$ cat src/hw/rtl/qaa_div_stage.sv
// One restoring division step for the three axis quotients.
`timescale 1ns / 1ps
module qaa_div_stage (
   input  logic        clock,
   input  logic        adv,
   input  logic [15:0] den,
   input  logic [16:0] rem_in [3],
   input  logic [30:0] num_in [3],
   output logic [16:0] rem_ff [3],
   output logic [30:0] num_ff [3]
);
   logic [17:0] sh [3];
   logic [17:0] diff [3];

   always_comb begin
      for (int k = 0; k < 3; k++) begin
         sh[k]   = {rem_in[k], num_in[k][30]};
         diff[k] = sh[k] - {2'd0, den};
      end
   end

   // remainder stays below den, so 17 bits hold it
   always_ff @(posedge clock) begin
      if (adv) begin
         for (int k = 0; k < 3; k++) begin
            if (!diff[k][17]) begin
               rem_ff[k] <= diff[k][16:0];
               num_ff[k] <= {num_in[k][29:0], 1'b1};
            end else begin
               rem_ff[k] <= sh[k][16:0];
               num_ff[k] <= {num_in[k][29:0], 1'b0};
            end
         end
      end
   end
endmodule

$ cat config.mk
export PLATFORM = sky130hd
export DESIGN_NAME = qaa_div_stage
export DESIGN_NICKNAME = d
export VERILOG_FILES = /design/src/hw/rtl/qaa_div_stage.sv
export SDC_FILE = /design/constraint.sdc
export NUM_CORES = 1
export LEC_CHECK = 0
export BUFFER_PORTS_ARGS = -buffer_cell sky130_fd_sc_hd__clkbuf_2
export CAP_MARGIN = 40
export CORE_MARGIN = 8
export CORE_UTILIZATION = 53
export DETAILED_ROUTE_END_ITERATION = 10
export PLACE_DENSITY_LB_ADDON = 0.12
export SETUP_SLACK_MARGIN = 0.1
export SKIP_CTS_REPAIR_TIMING = 1
export SLEW_MARGIN = 20
export SYNTH_ARGS = -nofsm -noshare
export SYNTH_HDL_FRONTEND = slang
export SYNTH_SLANG_ARGS = --single-unit
$ cat constraint.sdc
create_clock -name clock -period 8.42 [get_ports clock]
set_input_delay 1.684 -clock clock [delete_from_list [all_inputs] [get_ports clock]]
set_output_delay 1.684 -clock clock [all_outputs]
set_load 0.01 [all_outputs]
==> impl_metrics.json <==
{
  "finalSetupViolations": 0,
  "drt-vias-per-instance": 5.505,
  "initial_core_util_pct": 54.04,
  "layout_commonest_cell": "clkbuf_2",
  "hp-class": "input port to flip-flop",
  "cp_max_fo": 20,
  "rsz0062_at_grt": "false",
  "ys_warn_count": 0,
  "intPower_mw": 1.557,
  "slew_headroom_pct": 48.43,
  "drv_cap": 0,
  "clock_power_share_pct": 37.3,
  "area_growth_syn_to_layout_pct": 31.41,
  "power_frac_seq_pct": 42.0,
  "synth_top_area_share_pct": 57.65,
  "synth_compound_area_share_pct": 12.49,
  "gp_congestion": 0.8956,
  "fin_area_um2": 9857,
  "final_layout_size_suffix_gt1_share_pct": 39.27,
  "arrival_ns": 4.28,
  "num_vias": 6000,
  "hold_viol": 0,
  "vdd_drop_max_uv": 134.3,
  "synth_mux_area_share_pct": 5.021,
  "max_freq_mhz": 242.7,
  "yosys.area.top_type": "edfxtp_1",
  "path_clk_slew_ns": 0.07,
  "grt_start_max_net_pins": 68,
  "outcome": "complete, no violations",
  "wl_um": 22390,
  "pre_cts_ws_ns": 3.966,
  "ioPinCount": 306,
  "clock-root-buffer": "clkbuf_16",
  "synth_cells": 584,
  "synth_area_leaders": "edfxtp_1 58%, ha_1 8.0%, mux2_1 3.2%",
  "critPathLaunch": "den[1]",
  "syn-num-nets": 797,
  "synth.distinct_cells": 64,
  "comb_power_share_pct": 20.7,
  "synth_area_um2": 7501,
  "cp_data_required_time_ns": 8.58,
  "core_area_um2": 13880,
  "finalPower_mw": 2.157,
  "min_period_over_period_pct": 48.93,
  "synth_xor_area_share_pct": 4.204,
  "power.switching_mw": 0.6004,
  "io_buffers": 305,
  "drtPass1Iterations": 5,
  "start_kind": "input port",
  "layout.nets": 1109,
  "synth_top_family_by_area": "compound AO/OA/AOI/OAI gates",
  "worstSetupPathType": "input port to flip-flop",
  "power.density_nw_per_um2": 218.9,
  "end_kind": "flip-flop",
  "synth_fa_ha_area_share_pct": 8.807,
  "grt-ovfl-total": 0,
  "drt_iter0_drc": 452,
  "cts-buffers-inserted": 17,
  "setup_ws_ns": 4.300,
  "placed_cell_area_um2": 9218,
  "synth.ff_latch_count": 144,
  "die_area_um2": 18220,
  "clock-sinks": 144,
  "std_cell_rows": 43,
  "grt_pass1_wl_um": 33130,
  "switching_share_pct": 27.83,
  "leakage_nw": 4.504,
  "drv_slew": 0,
  "async_flop_share_pct": 0,
  "drc": 0,
  "antenna_found_initial": 2,
  "period_needed_ns": 4.120,
  "hpwl_um": 18210,
  "critPathCapture": "rem_ff[50]",
  "cts_tree": "yes",
  "tightest_slew_ns": 0.7735,
  "synthSimpleGateAreaFrac_pct": 9.158,
  "gr-usage-all-layers_pct": 23.80,
  "htreeDepth": 4,
  "synth_edf_count": 144,
  "ys_seq_area_share_pct": 57.65,
  "grt_pass1_vias": 5989,
  "ant_nets": 0,
  "die_x_um": 135.0,
  "cts_buffer_depth": 2,
  "dieHeight_um": 135.0,
  "layout_common_cells": "304 x clkbuf_2, 144 x edfxtp_1, 48 x ha_1",
  "wl_per_cell_um": 20.54,
  "synthFlopType": "edfxtp_1",
  "syn_avg_cell_area_um2": 12.84,
  "setup_tns_ns": 0
}
## Yosys cell counts, drive strengths merged, types with 12 or more instances
cell type,count
xnor2,21
a21oi,37
a21o,17
inv,31
mux2,27
xor2,15
o21ai,35
edfxtp,144
ha,48
nand3,12
nand2,41
nor2,19
## state kept, by name (all words and copies together), names as in the netlist
name / flops
num_ff: 93
rem_ff: 51
## per-layer routing
metal	track usage, %	share of wire (%)
met4	6.724	1.9
met1	25.66	37
met2	43.57	53
met5	0	0.058
met3	7.615	8.5
## final cells by class
cell class	instances	area (um^2)
inverters	31	116.4
repair buffers	308	1575
well taps	180	225.2
fillers	1028	4024
diodes	1	2.502
flip-flops and latches	144	4324
clock inverters	15	211.5
multi-input cells	394	2977
clock buffers	17	425.4
## metrics by stage
stage	util, %	std cells	hold slack [ns]
floorplan	-	584	1.783
global placement	66.21	1056	1.862
detailed placement	66.41	1057	1.863
CTS	70.99	1089	1.421
global route	71.01	1090	1.411
finish	71.01	1090	1.435
## how the worst min path moves through the flow
stage,from,end,cells past startpoint
4_1_cts,num_in[75],num_ff[76],1
3_3_place_gp,num_in[87],num_ff[88],1
5_1_grt,num_in[6],num_ff[7],1
6_report,num_in[81],num_ff[82],1
2_1_floorplan,num_in[9],num_ff[10],0
3_5_place_dp,num_in[75],num_ff[76],1
## power groups by stage
| stage | clock [mW] | combinational, mW | sequential, mW |
|---|---|---|---|
| floorplan | 0 | 0.217 | 0.960 |
| global placement | 0 | 0.435 | 0.918 |
| detailed placement | 0 | 0.445 | 0.921 |
| CTS | 0.818 | 0.447 | 0.907 |
| global route | 0.848 | 0.488 | 0.912 |
| finish | 0.806 | 0.446 | 0.906 |
## cells by family after synthesis
kind of cell / count (synthesis)
xor gates and xnor gates: 36
buffers and inverters: 46
muxes: 32
AOI/OAI and AO/OA: 143
and+or+nand+nor: 132
DFF: 144
adders and majority gates: 51
## critical path, stage by stage
cell and delay, ns:
clkbuf_2 0.17, inv_1 0.10, ha_1 0.27, nor2b_1 0.18, o2111ai_1 0.19, a211oi_1 0.37
or3_1 0.19, o211a_1 0.68, o211ai_1 0.23, xnor2_1 0.20
Power figures use the tool's default switching activity.
