`config.mk`:
```
export PLATFORM = sky130hd
export DESIGN_NAME = qaa_cordic_stage
export DESIGN_NICKNAME = d
export VERILOG_FILES = /design/src/hw/rtl/qaa_pkg.sv /design/src/hw/rtl/qaa_cordic_stage.sv
export SDC_FILE = /design/constraint.sdc
export NUM_CORES = 1
export LEC_CHECK = 0
export BUFFER_PORTS_ARGS = -buffer_cell sky130_fd_sc_hd__buf_2
export CORE_MARGIN = 3
export CORE_UTILIZATION = 60
export DETAILED_ROUTE_END_ITERATION = 16
export PLACE_DENSITY = 0.88
export SLEW_MARGIN = 15
export SYNTH_ARGS = -nofsm -noshare
export SYNTH_HDL_FRONTEND = slang
export SYNTH_SLANG_ARGS = --single-unit
```
`constraint.sdc`:
```
create_clock -name clock -period 8.76 [get_ports clock]
set_input_delay 0.876 -clock clock [delete_from_list [all_inputs] [get_ports clock]]
set_output_delay 0.876 -clock clock [all_outputs]
set_load 0.02 [all_outputs]
```
`src/hw/rtl/qaa_pkg.sv`:
```
// Shared types, constants and tables for the quaternion to axis-angle block.
`timescale 1ns / 1ps
package qaa_pkg;

   localparam int unsigned CordicSteps = 16;
   localparam int unsigned DivBits     = 31;
   localparam int unsigned SqrtSteps   = 16;

   typedef struct packed {
      logic [15:0] w_raw;
      logic [15:0] i_raw;
      logic [15:0] j_raw;
      logic [15:0] k_raw;
   } req_type;

   typedef struct packed {
      logic signed [15:0] axis_x;
      logic signed [15:0] axis_y;
      logic signed [15:0] axis_z;
      logic [15:0]        angle_deg;
      logic               degenerate;
      logic               axis_clipped;
   } rsp_type;

   localparam logic signed [26:0] Deg90Units  = 27'sd5898240;
   localparam logic signed [26:0] Deg180Units = 27'sd11796480;

   function automatic logic [21:0] atan_deg(input logic [3:0] idx);
      logic [21:0] r;
      case (idx)
         4'd0:  r = 22'd2949120;
         4'd1:  r = 22'd1740967;
         4'd2:  r = 22'd919879;
         4'd3:  r = 22'd466945;
         4'd4:  r = 22'd234379;
         4'd5:  r = 22'd117304;
         4'd6:  r = 22'd58666;
         4'd7:  r = 22'd29335;
         4'd8:  r = 22'd14668;
         4'd9:  r = 22'd7334;
         4'd10: r = 22'd3667;
         4'd11: r = 22'd1833;
         4'd12: r = 22'd917;
         4'd13: r = 22'd458;
         4'd14: r = 22'd229;
         default: r = 22'd115;
      endcase
      return r;
   endfunction

endpackage

```
`src/hw/rtl/qaa_cordic_stage.sv`:
```
// One vectoring CORDIC rotation with its angle accumulation.
`timescale 1ns / 1ps
module qaa_cordic_stage #(
   parameter int unsigned Shift = 0
) (
   input  logic               clock,
   input  logic               adv,
   input  logic signed [26:0] x_in,
   input  logic signed [26:0] y_in,
   input  logic signed [26:0] acc_in,
   output logic signed [26:0] x_ff,
   output logic signed [26:0] y_ff,
   output logic signed [26:0] acc_ff
);
   import qaa_pkg::*;

   logic signed [26:0] xs, ys, step;

   always_comb begin
      xs   = x_in >>> Shift;
      ys   = y_in >>> Shift;
      step = $signed({5'd0, atan_deg(4'(Shift))});
   end

   always_ff @(posedge clock) begin
      if (adv) begin
         if (y_in > 0) begin
            x_ff   <= x_in + ys;
            y_ff   <= y_in - xs;
            acc_ff <= acc_in + step;
         end else begin
            x_ff   <= x_in - ys;
            y_ff   <= y_in + xs;
            acc_ff <= acc_in - step;
         end
      end
   end
endmodule

```
==> results.yml <==
final_layout:
  syn_to_final_growth_pct: 16.90
  drive_above_1_share_pct: 22.36
  diodes: 0
  finalNetCount: 1068
  fillers: 807
  design_area_sq_um: 8144
setup_path:
  cp.arrival_ns: 4.68
  crit_path_end_kind: "flop"
  critical_path.max_fanout: 68
  cp.required_ns: 8.85
  crit_chain: "buf_2 -> nor4_1 -> nand3_1 -> nor2_1 -> or2_2 -> buf_4 -> ha_1 -> a21o_1 -> a21oi_1 -> o21bai_1 -> a21oi_1 -> o21bai_1 -> a21o_1 -> a21o_1 -> a21oi_1 -> xnor2_1"
  start_kind: "primary input"
  cpPeakStageDelay_ns: 0.75
  path_class: "primary input to flop"
  cp_slowest_cell: "nor4_1"
die:
  die_h_um: 113.8
  ioPinCount: 164
  start_util_pct: 62.89
  core_sq_um: 11080
  rows: 38
  die_x_um: 113.8
  dieArea_sq_um: 12940
timing:
  fin_tns_setup_ns: 0
  slew_viol_final: 0
  setup-violations-final: 0
  clock.fmax_mhz: 217.9
  fin_crit_ns: 4.588
  worstMarginPinSlew_ns: 1.039
  fin_crit_sh_pct: 52.38
  finalHoldViolCount: 0
  max_slew_margin_pct: 30.76
  rsz0062_at_grt: "false"
hold_path:
  hp-class: "primary input to flop"
  min_path_cells: 1
grt:
  first_global_vias: 5906
  overflow: 0
  grt_max_degree: 81
  grt_use_total_pct: 29.72
  grt_pass1_wl_um: 30190
  antenna_found_initial: 0
synthesis:
  synthArstFlopShare_pct: 0
  syn_area_sq_um: 6967
  avgSynthCellArea_sq_um: 9.277
  synth_nets: 925
  syn_inst: 751
  synth_flop_cell: "edfxtp_1"
  yosysSeqAreaShare_pct: 34.48
  synth_cell_types: 69
  synth_edf_count: 80
  synth-seq-cells: 80
  yosysTopAreaCell: "edfxtp_1"
  ys_warn_count: 0
  synth_top_cell_area_share_pct: 34.48
  synth_area_leaders: "edfxtp_1, ha_1, a21oi_1, xnor2_1, inv_1"
power:
  power_density_nw_per_um2: 176.4
  max-vdd-ir-drop_mv: 0.1804
  clkPwrFrac_pct: 28.4
  p_seq_share_pct: 36.1
  p_int_uw: 931.7
  combPwrFrac_pct: 35.5
  leakage_uw: 0.003720
  p_sw_uw: 505.1
  switching_share_pct: 35.16
route:
  drt-pass1-iter-count: 5
  drt_iter0_markers: 631
  vias: 6279
  wl_um: 19670
  postRouteAntennaNets: 0
  drc: 0
  wl_per_cell_um: 18.93
  vias_per_cell: 6.043
clock_network:
  cts_buffers: 9
  clockRootBuffer: "clkbuf_16"
  path_clk_slew_ns: 0.06
  cts_resized: 0
  htreeDepth: 3
  postCtsSetupBuffers: 0
  cts.path.max_buffers: 2
  cts_hold_buf: 0
  cts_sinks: 80
  cts_tree: "done"
placed_design:
  gp_congestion: 0.9897
  dpl.hpwl_um: 15260
  numPortBuffers: 163
  place_area_sq_um: 7825
outcome:
  status: "completed"
job:
  cap_viol_max_count: 0
==> kinds of logic after synthesis <==
family                     Yosys count  synth area share (%)
buffers and inverters              116                 6.573
AOI/OAI and AO/OA                  241                 22.59
xor gates and xnor gates            61                 7.669
and+or+nand+nor                    153                 10.61
DFF                                 80                 34.48
adders and majority gates           91                 16.77
muxes                                9                 1.293
==> layout by cell type, fill, tap and decap left out, drive strengths merged, types with 8 or more instances in the layout <==
cell type and instances:
edfxtp 80, clkbuf 9, ha 87, o31ai 9, nor2b 9, nor4 8
nor2 66, xor2 13, a21oi 100, buf 164, xnor2 48, mux2i 9
nand3 8, o21ai 43, nand2 29, a21o 18, inv 83, nor3 12
o21bai 19
==> cells in the mapped netlist, types with 11 or more instances <==
library cell	number
nor2_1	65
o21bai_1	19
nor3_1	11
a21o_1	18
clkbuf_1	17
xnor2_1	48
xor2_1	13
ha_1	87
a21oi_1	99
edfxtp_1	80
o21ai_1	11
inv_1	78
nand2_1	29
o21ai_0	31
==> worst paths after layout <==
path	slack, ns	start	end
worst max-delay path	4.17	y_in[18]	acc_ff[25]
worst min-delay path	0.71	acc_in[6]	acc_ff[6]
==> metrics by stage <==
step / std cells / power [uW] / setup slack, ns / util [%] / hold WS, ns
2_1_floorplan: 751 / 859.8 / 4.523 / - / 0.9749
3_3_place_gp: 1023 / 1012 / 4.128 / 70.63 / 1.053
3_5_place_dp: 1023 / 1025 / 3.951 / 70.63 / 1.056
4_1_cts: 1039 / 1429 / 4.210 / 73.51 / 0.7030
5_1_grt: 1039 / 1495 / 4.059 / 73.51 / 0.7000
6_report: 1039 / 1437 / 4.172 / 73.51 / 0.7085
==> metal layers <==
layer	global-route usage, %	vias up	part of all wire (%)
li1	-	2957	-
met1	39.17	2884	40
met2	48.21	390	47
met3	6.737	48	10
met4	10.74	0	3.1
met5	0	-	0
==> critical path, delay by kind of cell <==
family | cells | cell delay, ns
buffers and inverters | 2 | 0.67
adders and majority gates | 1 | 0.36
and+or+nand+nor | 4 | 1.13
AOI/OAI and AO/OA | 8 | 1.49
xor gates and xnor gates | 1 | 0.10
==> power by group through the flow <==
| stage | Sequential [uW] | Clock (uW) | Combinational, uW |
|---|---|---|---|
| 2_1_floorplan | 597 | 0 | 263 |
| 3_3_place_gp | 524 | 0 | 488 |
| 3_5_place_dp | 528 | 0 | 498 |
| 4_1_cts | 520 | 408 | 501 |
| 5_1_grt | 524 | 425 | 547 |
| 6_report | 519 | 409 | 509 |
==> state kept, by name, indices dropped and copies added (netlist names) <==
signal / flops
y_ff: 26
acc_ff: 27
x_ff: 27
==> final cells by class <==
class                   count  area, sq um  share of cell area [%]
clock buffers               9        225.2                   2.765
well taps                 140        175.2                   2.151
inverters                  84        315.3                   3.872
flip-flops and latches     80         2402                   29.50
repair buffers            164        825.8                   10.14
clock inverters             7        93.84                   1.152
multi-input cells         555         4106                   50.42
(Power assumes the default switching activity.)
