**src/hw/rtl/qaa_sqrt_stage.sv**
```systemverilog
// One restoring square-root step: two radicand bits per stage.
`timescale 1ns / 1ps
module qaa_sqrt_stage (
   input  logic        clock,
   input  logic        adv,
   input  logic [30:0] rem_in,
   input  logic [15:0] root_in,
   input  logic [31:0] rad_in,
   output logic [30:0] rem_ff,
   output logic [15:0] root_ff,
   output logic [31:0] rad_ff
);
   logic [32:0] trial;
   logic [32:0] sh;

   always_comb begin
      sh    = {rem_in, rad_in[31:30]};
      trial = sh - {15'd0, root_in, 2'b01};
   end

   always_ff @(posedge clock) begin
      if (adv) begin
         if (!trial[32]) begin
            rem_ff  <= trial[30:0];
            root_ff <= {root_in[14:0], 1'b1};
         end else begin
            rem_ff  <= sh[30:0];
            root_ff <= {root_in[14:0], 1'b0};
         end
         rad_ff <= {rad_in[29:0], 2'b00};
      end
   end
endmodule

```
**config.mk**
```make
export PLATFORM = sky130hd
export DESIGN_NAME = qaa_sqrt_stage
export DESIGN_NICKNAME = d
export VERILOG_FILES = /design/src/hw/rtl/qaa_sqrt_stage.sv
export SDC_FILE = /design/constraint.sdc
export NUM_CORES = 1
export LEC_CHECK = 0
export ABC_AREA = 1
export BUFFER_PORTS_ARGS = -buffer_cell sky130_fd_sc_hd__buf_2
export CAP_MARGIN = 20
export CORE_ASPECT_RATIO = 0.7
export CORE_MARGIN = 1.5
export CORE_UTILIZATION = 51
export CTS_CLUSTER_SIZE = 20
export DETAILED_ROUTE_END_ITERATION = 10
export PLACE_DENSITY = 0.91
export SYNTH_ARGS = -nofsm -noshare
export SYNTH_HDL_FRONTEND = slang
export SYNTH_SLANG_ARGS = --single-unit
```
**constraint.sdc**
```tcl
create_clock -name clock -period 3.1 [get_ports clock]
set_clock_uncertainty 0.05 [all_clocks]
set_input_delay 0.62 -clock clock [delete_from_list [all_inputs] [get_ports clock]]
set_output_delay 0.62 -clock clock [all_outputs]
set_load 0.05 [all_outputs]
```
==> impl_metrics.py, run 1 <==
metrics = {
    "placement": {
        "dp_slack_ps": 280,
        "dp.cells": 853,
        "port_buffers": 157,
        "dpl_cell_area_um2": 5630,
        "dpl.hpwl_mm": 8.92,
        "gp_congestion": 0.918,
    },
    "grt": {
        "grt.busiest_layer": "met2",
        "grt_max_degree": 78,
        "grtUsageMet3_pct": 6.42,
        "antenna_found_initial": 0,
        "grtUsageMet2_pct": 39.4,
        "grt_overflow": 0,
        "grt_pass1_wl_mm": 18.3,
        "grt_pass1_vias": 3920,
        "met1_usage_pct": 30.6,
        "grt_usage_pct": 23.7,
    },
    "clock_tree": {
        "cts_tree": "done",
        "cts.sinks": 77,
        "path_clk_slew_ps": 60,
        "cts_hold_buf": 0,
        "cts_resized": 0,
        "root_buffer": "clkbuf_16",
        "clock_path_buffers": 2,
        "ctsHtreeMaxLevel": 3,
        "cts_setup_buffers": 0,
        "numCtsBuffers": 9,
    },
    "timing": {
        "max_freq_ghz": 0.402,
        "fin_tns_setup_ps": 0,
        "hold_violations": 0,
        "finalCritPeriodShare_pct": 80.2,
        "worst_slew_pin_slew_ps": 975,
        "slew_viol_final": 0,
        "relSlewSlack_pct": 35.0,
        "fin_crit_ps": 2490,
        "setup_viol": 0,
        "fin_ws_ps": 614,
        "rsz0062_at_grt": "false",
    },
    "cells_and_area": {
        "nets": 838,
        "antennaDiodeCount": 0,
        "final_util_pct": 65.6,
        "finalInstanceArea_um2": 5930,
        "final_cells": 869,
        "area_delta_synth_final_pct": 24.8,
        "fillers": 749,
        "drive_above_1_share_pct": 27.9,
        "multiInputGateArea_um2": 2010,
        "layout.area.seq_um2": 2310,
    },
    "worst_setup_path": {
        "critical_path_buf_inv_count": 2,
        "cp_top_family": "simple AND/OR/NAND/NOR gates",
        "cp.required_ps": 3260,
        "cp_slowest_cell": "ha_1",
        "cp-start-kind": "input port",
        "crit_fanout": 15,
        "crit_path_cell_trace": "buf_2 > ha_1 > a21oi_1 > nand2_1 > inv_1 > nand2_1 > nor2_4 > nand3_2 > nand2_4 > nand2_1 > nand2_1",
        "critPathMostFrequentCell": "nand2_1",
        "critPathMaxStageDelay_ps": 350,
        "endpoint_kind": "flop",
        "path_class": "in2reg",
        "crit_arrival_ps": 2640,
    },
    "floorplanning": {
        "die_h_um": 83.7,
        "start_util_pct": 52.6,
        "die_x_um": 118,
        "ios": 160,
        "die_area_um2": 9910,
        "core-area_um2": 9030,
        "rows": 29,
    },
    "flow_run": {
        "maxCapViolCount": 0,
    },
    "route": {
        "drc": 0,
        "drt_first_pass_iters": 5,
        "drt-total-wl_mm": 11.4,
        "num_vias": 4299,
        "drt_iter0_markers": 268,
        "ant_nets": 0,
        "avgViaCountPerCell": 4.95,
        "wl_per_cell_um": 13.1,
    },
    "logic_synthesis": {
        "post-synth-top-count-cell": "nand2_1",
        "syn_avg_cell_area_um2": 8.22,
        "ys_async_sr_fraction_pct": 0,
        "yosysWarnings": 0,
        "synth_edf_count": 77,
        "ys_seq_elements": 77,
        "synthTopCellsByCount": "nand2_1, inv_1, edfxtp_1, nand3_1, nor2_1",
        "synthCells": 578,
        "synth_area_um2": 4750,
        "ys_top_cells_by_area": "edfxtp_1, nand2_1, inv_1",
        "ys_seq_area_share_pct": 48.7,
        "ys_types": 30,
        "netlist.area_leader.share_pct": 48.7,
        "synth_top_area_cell": "edfxtp_1",
        "synth_ff_type": "edfxtp_1",
    },
    "min_path": {
        "hold_class": "in2reg",
    },
    "power": {
        "vdd_drop_max_mv": 0.338,
        "power_density_nw_per_um2": 543,
        "total_leakage_power_nw": 3.07,
    },
    "run_status": {
        "status": "finished clean",
    },
}
-- cells in the final DEF, fill, tap and decap left out, types with 9 or more instances in the layout --
| master | netlist | routed |
|---|---|---|
| nand2_1 | 217 | 217 |
| buf_2 | 1 | 156 |
| inv_1 | 93 | 93 |
| edfxtp_1 | 77 | 77 |
| nand3_1 | 62 | 62 |
| nor2_1 | 28 | 28 |
| ha_1 | 17 | 17 |
| nand2_2 | 14 | 14 |
| a21oi_1 | 12 | 12 |
| xor2_1 | 10 | 10 |
| nor3_1 | 9 | 9 |
| clkbuf_16 | 0 | 9 |
-- per-stage QoR --
step / hold WS (ps) / total power, W
3_3_place_gp: 746 / 0.00216
3_5_place_dp: 748 / 0.00217
2_1_floorplan: 669 / 0.00194
5_1_grt: 396 / 0.00336
4_1_cts: 400 / 0.00323
6_report: 407 / 0.00322
-- cell type report --
| type | count | area share (%) |
|---|---|---|
| sequential | 77 | 39.0 |
| tap | 124 | 2.62 |
| multi-input combinational | 399 | 33.8 |
| clock buffer | 10 | 3.86 |
| inverter | 95 | 6.02 |
| clock inverter | 6 | 1.22 |
| timing repair buffer | 158 | 13.4 |
-- sequential cells by signal, summed over array words and instances, names as in the netlist --
register and flops:
rad_ff 30, rem_ff 31, root_ff 16
-- where the power goes --
part	switching, W	internal [W]
logic	0.000654	0.000220
clock network	0.000432	0.000631
registers	0.0000221	0.00126
-- final timing paths --
path / startpoint / endpoint / slack [ps] / depth (start not counted)
min: rad_in[29] / rad_ff[31] / 410 / 1
max: rem_in[15] / rem_ff[11] / 610 / 11
-- per-layer routing --
layer  vias up  routed length [um]  share of wire [%]
li1       2162                   -                  -
met1      1917                4910                 43
met2       206                5210                 46
met3        14                1150                 10
met4         0                 118                1.0
met5         -                   0                  0
-- cell families after synthesis --
group	share of synthesized area (%)
AOI/OAI and AO/OA	1.77
buffers and inverters	9.14
adders and majority gates	4.48
and+or+nand+nor	33.8
other	0.0790
xor gates and xnor gates	2.03
DFF	48.7
No activity file was read; power rests on OpenSTA's default activity.
==> inputs of run 2 (changes only) <==
==> constraint.sdc (replaced) <==
create_clock -name clock -period 2.39 [get_ports clock]
set_clock_uncertainty 0.05 [all_clocks]
set_input_delay 0.478 -clock clock [delete_from_list [all_inputs] [get_ports clock]]
set_output_delay 0.478 -clock clock [all_outputs]
set_load 0.05 [all_outputs]
==> run 2 against run 1 <==
Effect of this change:
- hold slack got worse by 140 ps
- power increased by 33%
- die area unchanged
- clock-buffer cell count unchanged
- first-iteration DRC count increased by 19%
- worst setup slack got worse by 440 ps
- highest routed layer unchanged
==> impl_metrics.py, run 2 (synthesis gave the netlist of run 1 again) <==
metrics = {
    "grt": {
        "grt_overflow": 0,
        "grt_max_degree": 39,
        "antenna_found_initial": 0,
        "grt_usage_pct": 25.5,
        "grt_pass1_vias": 4270,
        "grt_pass1_wl_mm": 19.8,
    },
    "worst_setup_path": {
        "cp.required_ps": 2550,
        "crit_fanout": 18,
        "crit_arrival_ps": 2380,
        "endpoint_kind": "flop",
        "path_class": "in2reg",
        "cp-start-kind": "input port",
    },
    "timing": {
        "hold_violations": 0,
        "setup_viol": 0,
        "finalCritPeriodShare_pct": 92.9,
        "rsz0062_at_grt": "false",
        "fin_crit_ps": 2220,
        "slew_viol_final": 0,
        "fin_ws_ps": 170,
        "max_freq_ghz": 0.450,
    },
    "flow_run": {
        "maxCapViolCount": 0,
    },
    "floorplanning": {
        "die_x_um": 118,
        "ios": 160,
        "die_h_um": 83.7,
        "rows": 29,
        "die_area_um2": 9910,
        "core-area_um2": 9030,
        "start_util_pct": 52.6,
    },
    "clock_tree": {
        "cts_tree": "done",
        "root_buffer": "clkbuf_16",
        "path_clk_slew_ps": 60,
        "numCtsBuffers": 9,
        "cts.sinks": 77,
        "cts_hold_buf": 0,
        "clock_path_buffers": 2,
        "cts_resized": 0,
        "ctsHtreeMaxLevel": 3,
        "cts_setup_buffers": 0,
    },
    "route": {
        "drc": 0,
        "avgViaCountPerCell": 4.92,
        "drt_iter0_markers": 320,
        "wl_per_cell_um": 13.4,
        "ant_nets": 0,
        "drt_first_pass_iters": 5,
        "num_vias": 4534,
        "drt-total-wl_mm": 12.4,
    },
    "placement": {
        "dpl_cell_area_um2": 6060,
        "dp.cells": 906,
        "dp_slack_ps": -114,
        "dpl.hpwl_mm": 9.68,
        "gp_congestion": 0.942,
        "port_buffers": 157,
    },
    "cells_and_area": {
        "fillers": 688,
        "largest_reg_flops": 31,
        "layout.area.seq_um2": 2310,
        "regMostFlops": "rem_ff",
        "finalInstanceArea_um2": 6360,
        "drive_above_1_share_pct": 32.7,
        "multiInputGateArea_um2": 2010,
        "final_cell_mix": "nand2_1, buf_2, inv_1",
        "final_cells": 922,
        "nets": 891,
        "layout_commonest_cell": "nand2_1",
        "antennaDiodeCount": 0,
        "top_regs": "rem_ff (31), rad_ff (30), root_ff (16)",
        "area_delta_synth_final_pct": 33.9,
    },
    "power": {
        "power_density_nw_per_um2": 674,
        "total_leakage_power_nw": 3.33,
        "vdd_drop_max_mv": 0.489,
    },
    "run_status": {
        "status": "finished clean",
    },
    "min_path": {
        "hold_class": "in2reg",
    },
}
## run 2: cell count changes in the layout (fill, tap and decap cells not counted)
cell | before | now
buf_12 | 0 | 3
buf_4 | 2 | 52
clkinv_4 | 3 | 0
clkinvlp_4 | 1 | 3
inv_6 | 1 | 2
## run 2: worst paths after layout
| check | startpoint | to | slack (ps) | cells past startpoint |
|---|---|---|---|---|
| min | rad_in[13] | rad_ff[15] | 260 | 1 |
| max | rem_in[15] | rem_ff[30] | 170 | 12 |
## run 2: final cells by class
cell class | count | area share (%)
clock inverter | 6 | 1.10
tap | 124 | 2.44
timing repair buffer | 211 | 19.4
inverter | 95 | 5.61
clock buffer | 10 | 3.60
multi-input combinational | 399 | 31.5
sequential | 77 | 36.4
## run 2: per-layer routing
metal  track usage (%)  vias up  wire length, um
met1              33.5     2041             5460
met3              6.35       22             1010
met2              41.9      197             5720
met5                 0        -                0
met4              7.54        0              191
li1                  -     2274                -
## run 2: where the power goes
group / total [W] / leakage [nW] / switching [W] / internal, W
combinational: 0.00125 / 2.45 / 0.000873 / 0.000372
sequential: 0.00166 / 0.752 / 0.0000300 / 0.00163
clock: 0.00138 / 0.136 / 0.000566 / 0.000816
total: 0.00429 / 3.33 / 0.00147 / 0.00282
## run 2: critical path, cell delays in order
cell and delay, ps:
buf_2 110, ha_1 310, a21oi_1 250, nand2_1 110, inv_1 80, nand2_1 90
nor2_4 170, buf_12 130, nand3_4 230, nand2_8 250, nand2_1 80, nand2_1 60
## run 2: metrics by stage
step	power, W	setup TNS, ps	hold WS, ps	utilization [%]
after CTS	0.00431	0	255	70.4
after detailed placement	0.00293	-2780	606	67.1
after global placement	0.00290	-993	604	67.1
after global routing	0.00447	0	252	70.4
final	0.00429	0	263	70.4
after floorplan	0.00252	0	527	-
==> inputs of run 3 (changes only) <==
--- a/config.mk
+++ b/config.mk
@@ -5,13 +5,12 @@
 export SDC_FILE = /design/constraint.sdc
 export NUM_CORES = 1
 export LEC_CHECK = 0
-export ABC_AREA = 1
+export ABC_AREA = 0
 export BUFFER_PORTS_ARGS = -buffer_cell sky130_fd_sc_hd__buf_2
 export CAP_MARGIN = 20
 export CORE_ASPECT_RATIO = 0.7
 export CORE_MARGIN = 1.5
-export CORE_UTILIZATION = 51
-export CTS_CLUSTER_SIZE = 20
+export CORE_UTILIZATION = 49
 export DETAILED_ROUTE_END_ITERATION = 10
 export PLACE_DENSITY = 0.91
 export SYNTH_ARGS = -nofsm -noshare
==> run 3 against run 2 <==
Effect of this change:
- the flow now finishes with violations (negative setup slack)
- critical path depth decreased by 1
- largest cell class unchanged
- highest routed layer unchanged
- fmax decreased by 7.3%
- global-route usage decreased by 0.34 points
==> impl_metrics.py, run 3 <==
metrics = {
    "run_status": {
        "status": "complete, but fails checks",
        "violations": "negative setup slack",
    },
    "power": {
        "p_switching_w": 0.00143,
        "power_frac_seq_pct": 38.5,
        "clockPowerShare_pct": 31.2,
        "total_leakage_power_nw": 2.65,
        "power_density_nw_per_um2": 702,
        "internal_power_w": 0.00289,
        "p_sw_share_pct": 33.2,
        "vdd_drop_max_mv": 0.562,
        "pwr-share-comb_pct": 30.3,
    },
    "timing": {
        "rsz0062_at_grt": "true",
        "fin_ws_ps": -4.75,
        "finalHoldWorstSlack_ps": 258,
        "slew_viol_final": 0,
        "max_freq_ghz": 0.418,
        "finalCritPeriodShare_pct": 100,
        "hold_violations": 0,
        "setup_viol": 1,
        "fin_crit_ps": 2390,
    },
    "grt": {
        "grt_max_degree": 45,
        "grt_pass1_vias": 3347,
        "grt_overflow": 0,
        "grt_usage_pct": 25.2,
        "grt_pass1_wl_mm": 16.0,
        "antenna_found_initial": 0,
    },
    "clock_tree": {
        "cts_tree": "done",
        "cts.sinks": 77,
        "root_buffer": "clkbuf_16",
        "numCtsBuffers": 9,
        "ctsHtreeMaxLevel": 3,
        "clock_path_buffers": 2,
        "path_clk_slew_ps": 60,
    },
    "placement": {
        "dpl_cell_area_um2": 5480,
        "port_buffers": 157,
        "dpl.hpwl_mm": 7.70,
        "gp_congestion": 0.844,
    },
    "route": {
        "num_vias": 3453,
        "drt-total-wl_mm": 11.1,
        "drt_first_pass_iters": 4,
        "drt_iter0_markers": 202,
        "drc": 0,
        "ant_nets": 0,
        "wl_per_cell_um": 17.0,
        "avgViaCountPerCell": 5.27,
    },
    "logic_synthesis": {
        "post-synth-top-count-cell": "edfxtp_1",
        "ys_types": 48,
        "ys_async_sr_fraction_pct": 0,
        "synth_top_area_cell": "edfxtp_1",
        "synth_area_um2": 3930,
        "ys_seq_area_share_pct": 58.8,
        "netlist.area_leader.share_pct": 58.8,
        "synthTopCellsByCount": "edfxtp_1, nand2_1, inv_1, xor2_1, ha_1",
        "yosysWarnings": 0,
        "synth_edf_count": 77,
        "ys_seq_elements": 77,
        "ys_top_cells_by_area": "edfxtp_1, ha_1, xor2_1",
        "syn_avg_cell_area_um2": 12.3,
        "synth_ff_type": "edfxtp_1",
        "synthCells": 319,
    },
    "min_path": {
        "hold_class": "in2reg",
    },
    "worst_setup_path": {
        "cp-start-kind": "input port",
        "endpoint_kind": "flop",
        "path_class": "in2reg",
        "crit_arrival_ps": 2420,
        "cp.required_ps": 2420,
        "crit_fanout": 4,
    },
    "floorplanning": {
        "core-area_um2": 7840,
        "die_x_um": 110,
        "die_area_um2": 8580,
        "ios": 160,
        "rows": 27,
        "die_h_um": 78.0,
        "start_util_pct": 50.2,
    },
    "cells_and_area": {
        "final_cell_mix": "buf_2, edfxtp_1, buf_4",
        "antennaDiodeCount": 0,
        "layout_commonest_cell": "buf_2",
        "regMostFlops": "rem_ff",
        "area_delta_synth_final_pct": 56.4,
        "fillers": 491,
        "nets": 648,
        "finalInstanceArea_um2": 6150,
        "final_util_pct": 78.5,
        "largest_reg_flops": 31,
        "drive_above_1_share_pct": 55.2,
        "top_regs": "rem_ff (31), rad_ff (30), root_ff (16)",
    },
    "flow_run": {
        "maxCapViolCount": 0,
    },
}
run 3: changes by cell type in the layout (fill, tap and decap cells not counted), moves of 14 or more:
| cell | previous run | this run |
|---|---|---|
| nand3_1 | 62 | 7 |
| buf_4 | 52 | 70 |
| nand2_1 | 217 | 30 |
| nand2_2 | 14 | 0 |
| inv_1 | 93 | 17 |
| nor2_1 | 28 | 7 |
run 3: layout make-up:
type | instances | area [um^2] | share of cell area (%)
flip-flops and latches | 77 | 2310 | 37.6
multi-input cells | 206 | 1860 | 30.2
well taps | 101 | 126 | 2.05
clock inverters | 6 | 65.1 | 1.06
clock buffers | 9 | 225 | 3.66
repair buffers | 233 | 1460 | 23.8
inverters | 23 | 101 | 1.65
run 3: power groups by stage:
stage / clock, W / combinational, W / sequential (W)
floorplan: 0 / 0.000337 / 0.00212
global placement: 0 / 0.00117 / 0.00168
detailed placement: 0 / 0.00118 / 0.00169
CTS: 0.00136 / 0.00120 / 0.00166
global route: 0.00142 / 0.00138 / 0.00167
finish: 0.00135 / 0.00131 / 0.00166
run 3: cell families (layout without fill, tap and decap cells):
group / Yosys count / in the layout / synth area share, %
and+or+nand+nor: 84 / 84 / 11.8
DFF: 77 / 77 / 58.8
AOI/OAI and AO/OA: 72 / 72 / 12.8
buffers and inverters: 37 / 271 / 4.29
xor gates and xnor gates: 31 / 31 / 6.90
adders and majority gates: 17 / 17 / 5.41
other: 1 / 2 / 0.0953
run 3: critical path: stages:
cell      delay, ps
buf_2           110
inv_1            90
ha_4            220
a21o_1          210
a31o_1          220
a21oi_4         180
a21o_1          180
nand4_4         180
buf_6           180
a311oi_4        280
xor2_1          110
run 3: repair_timing:
| item | in CTS | in global routing |
|---|---|---|
| cloned | 0 | 1 |
| pin swaps | 3 | 26 |
| buffers inserted | 0 | 6 |
| gates resized for setup | 11 | 44 |
| hold buffers | 0 | 0 |
| setup endpoints to repair | 18 | 19 |
run 3: final timing paths:
path	start	endpoint	slack, ps	cells after the start
worst max-delay path	root_in[7]	rem_ff[28]	-5	11
worst min-delay path	rad_in[17]	rad_ff[19]	260	1
run 3: layer usage:
metal	share of wire [%]	vias up	GRT usage (%)
met1	43	1656	32.7
met2	49	137	40.5
met3	7.0	9	7.48
met5	0	-	0
li1	-	1651	-
met4	0.89	0	7.56
run 3: through the flow:
step	setup TNS (ps)	setup WS (ps)	total power [W]	instances
finish	-4.75	-4.75	0.00432	655
CTS	-121	-54.9	0.00423	649
detailed placement	-11950	-490	0.00287	634
global placement	-11640	-463	0.00285	634
floorplan	-2750	-123	0.00246	320
global route	-429	-87.2	0.00448	655
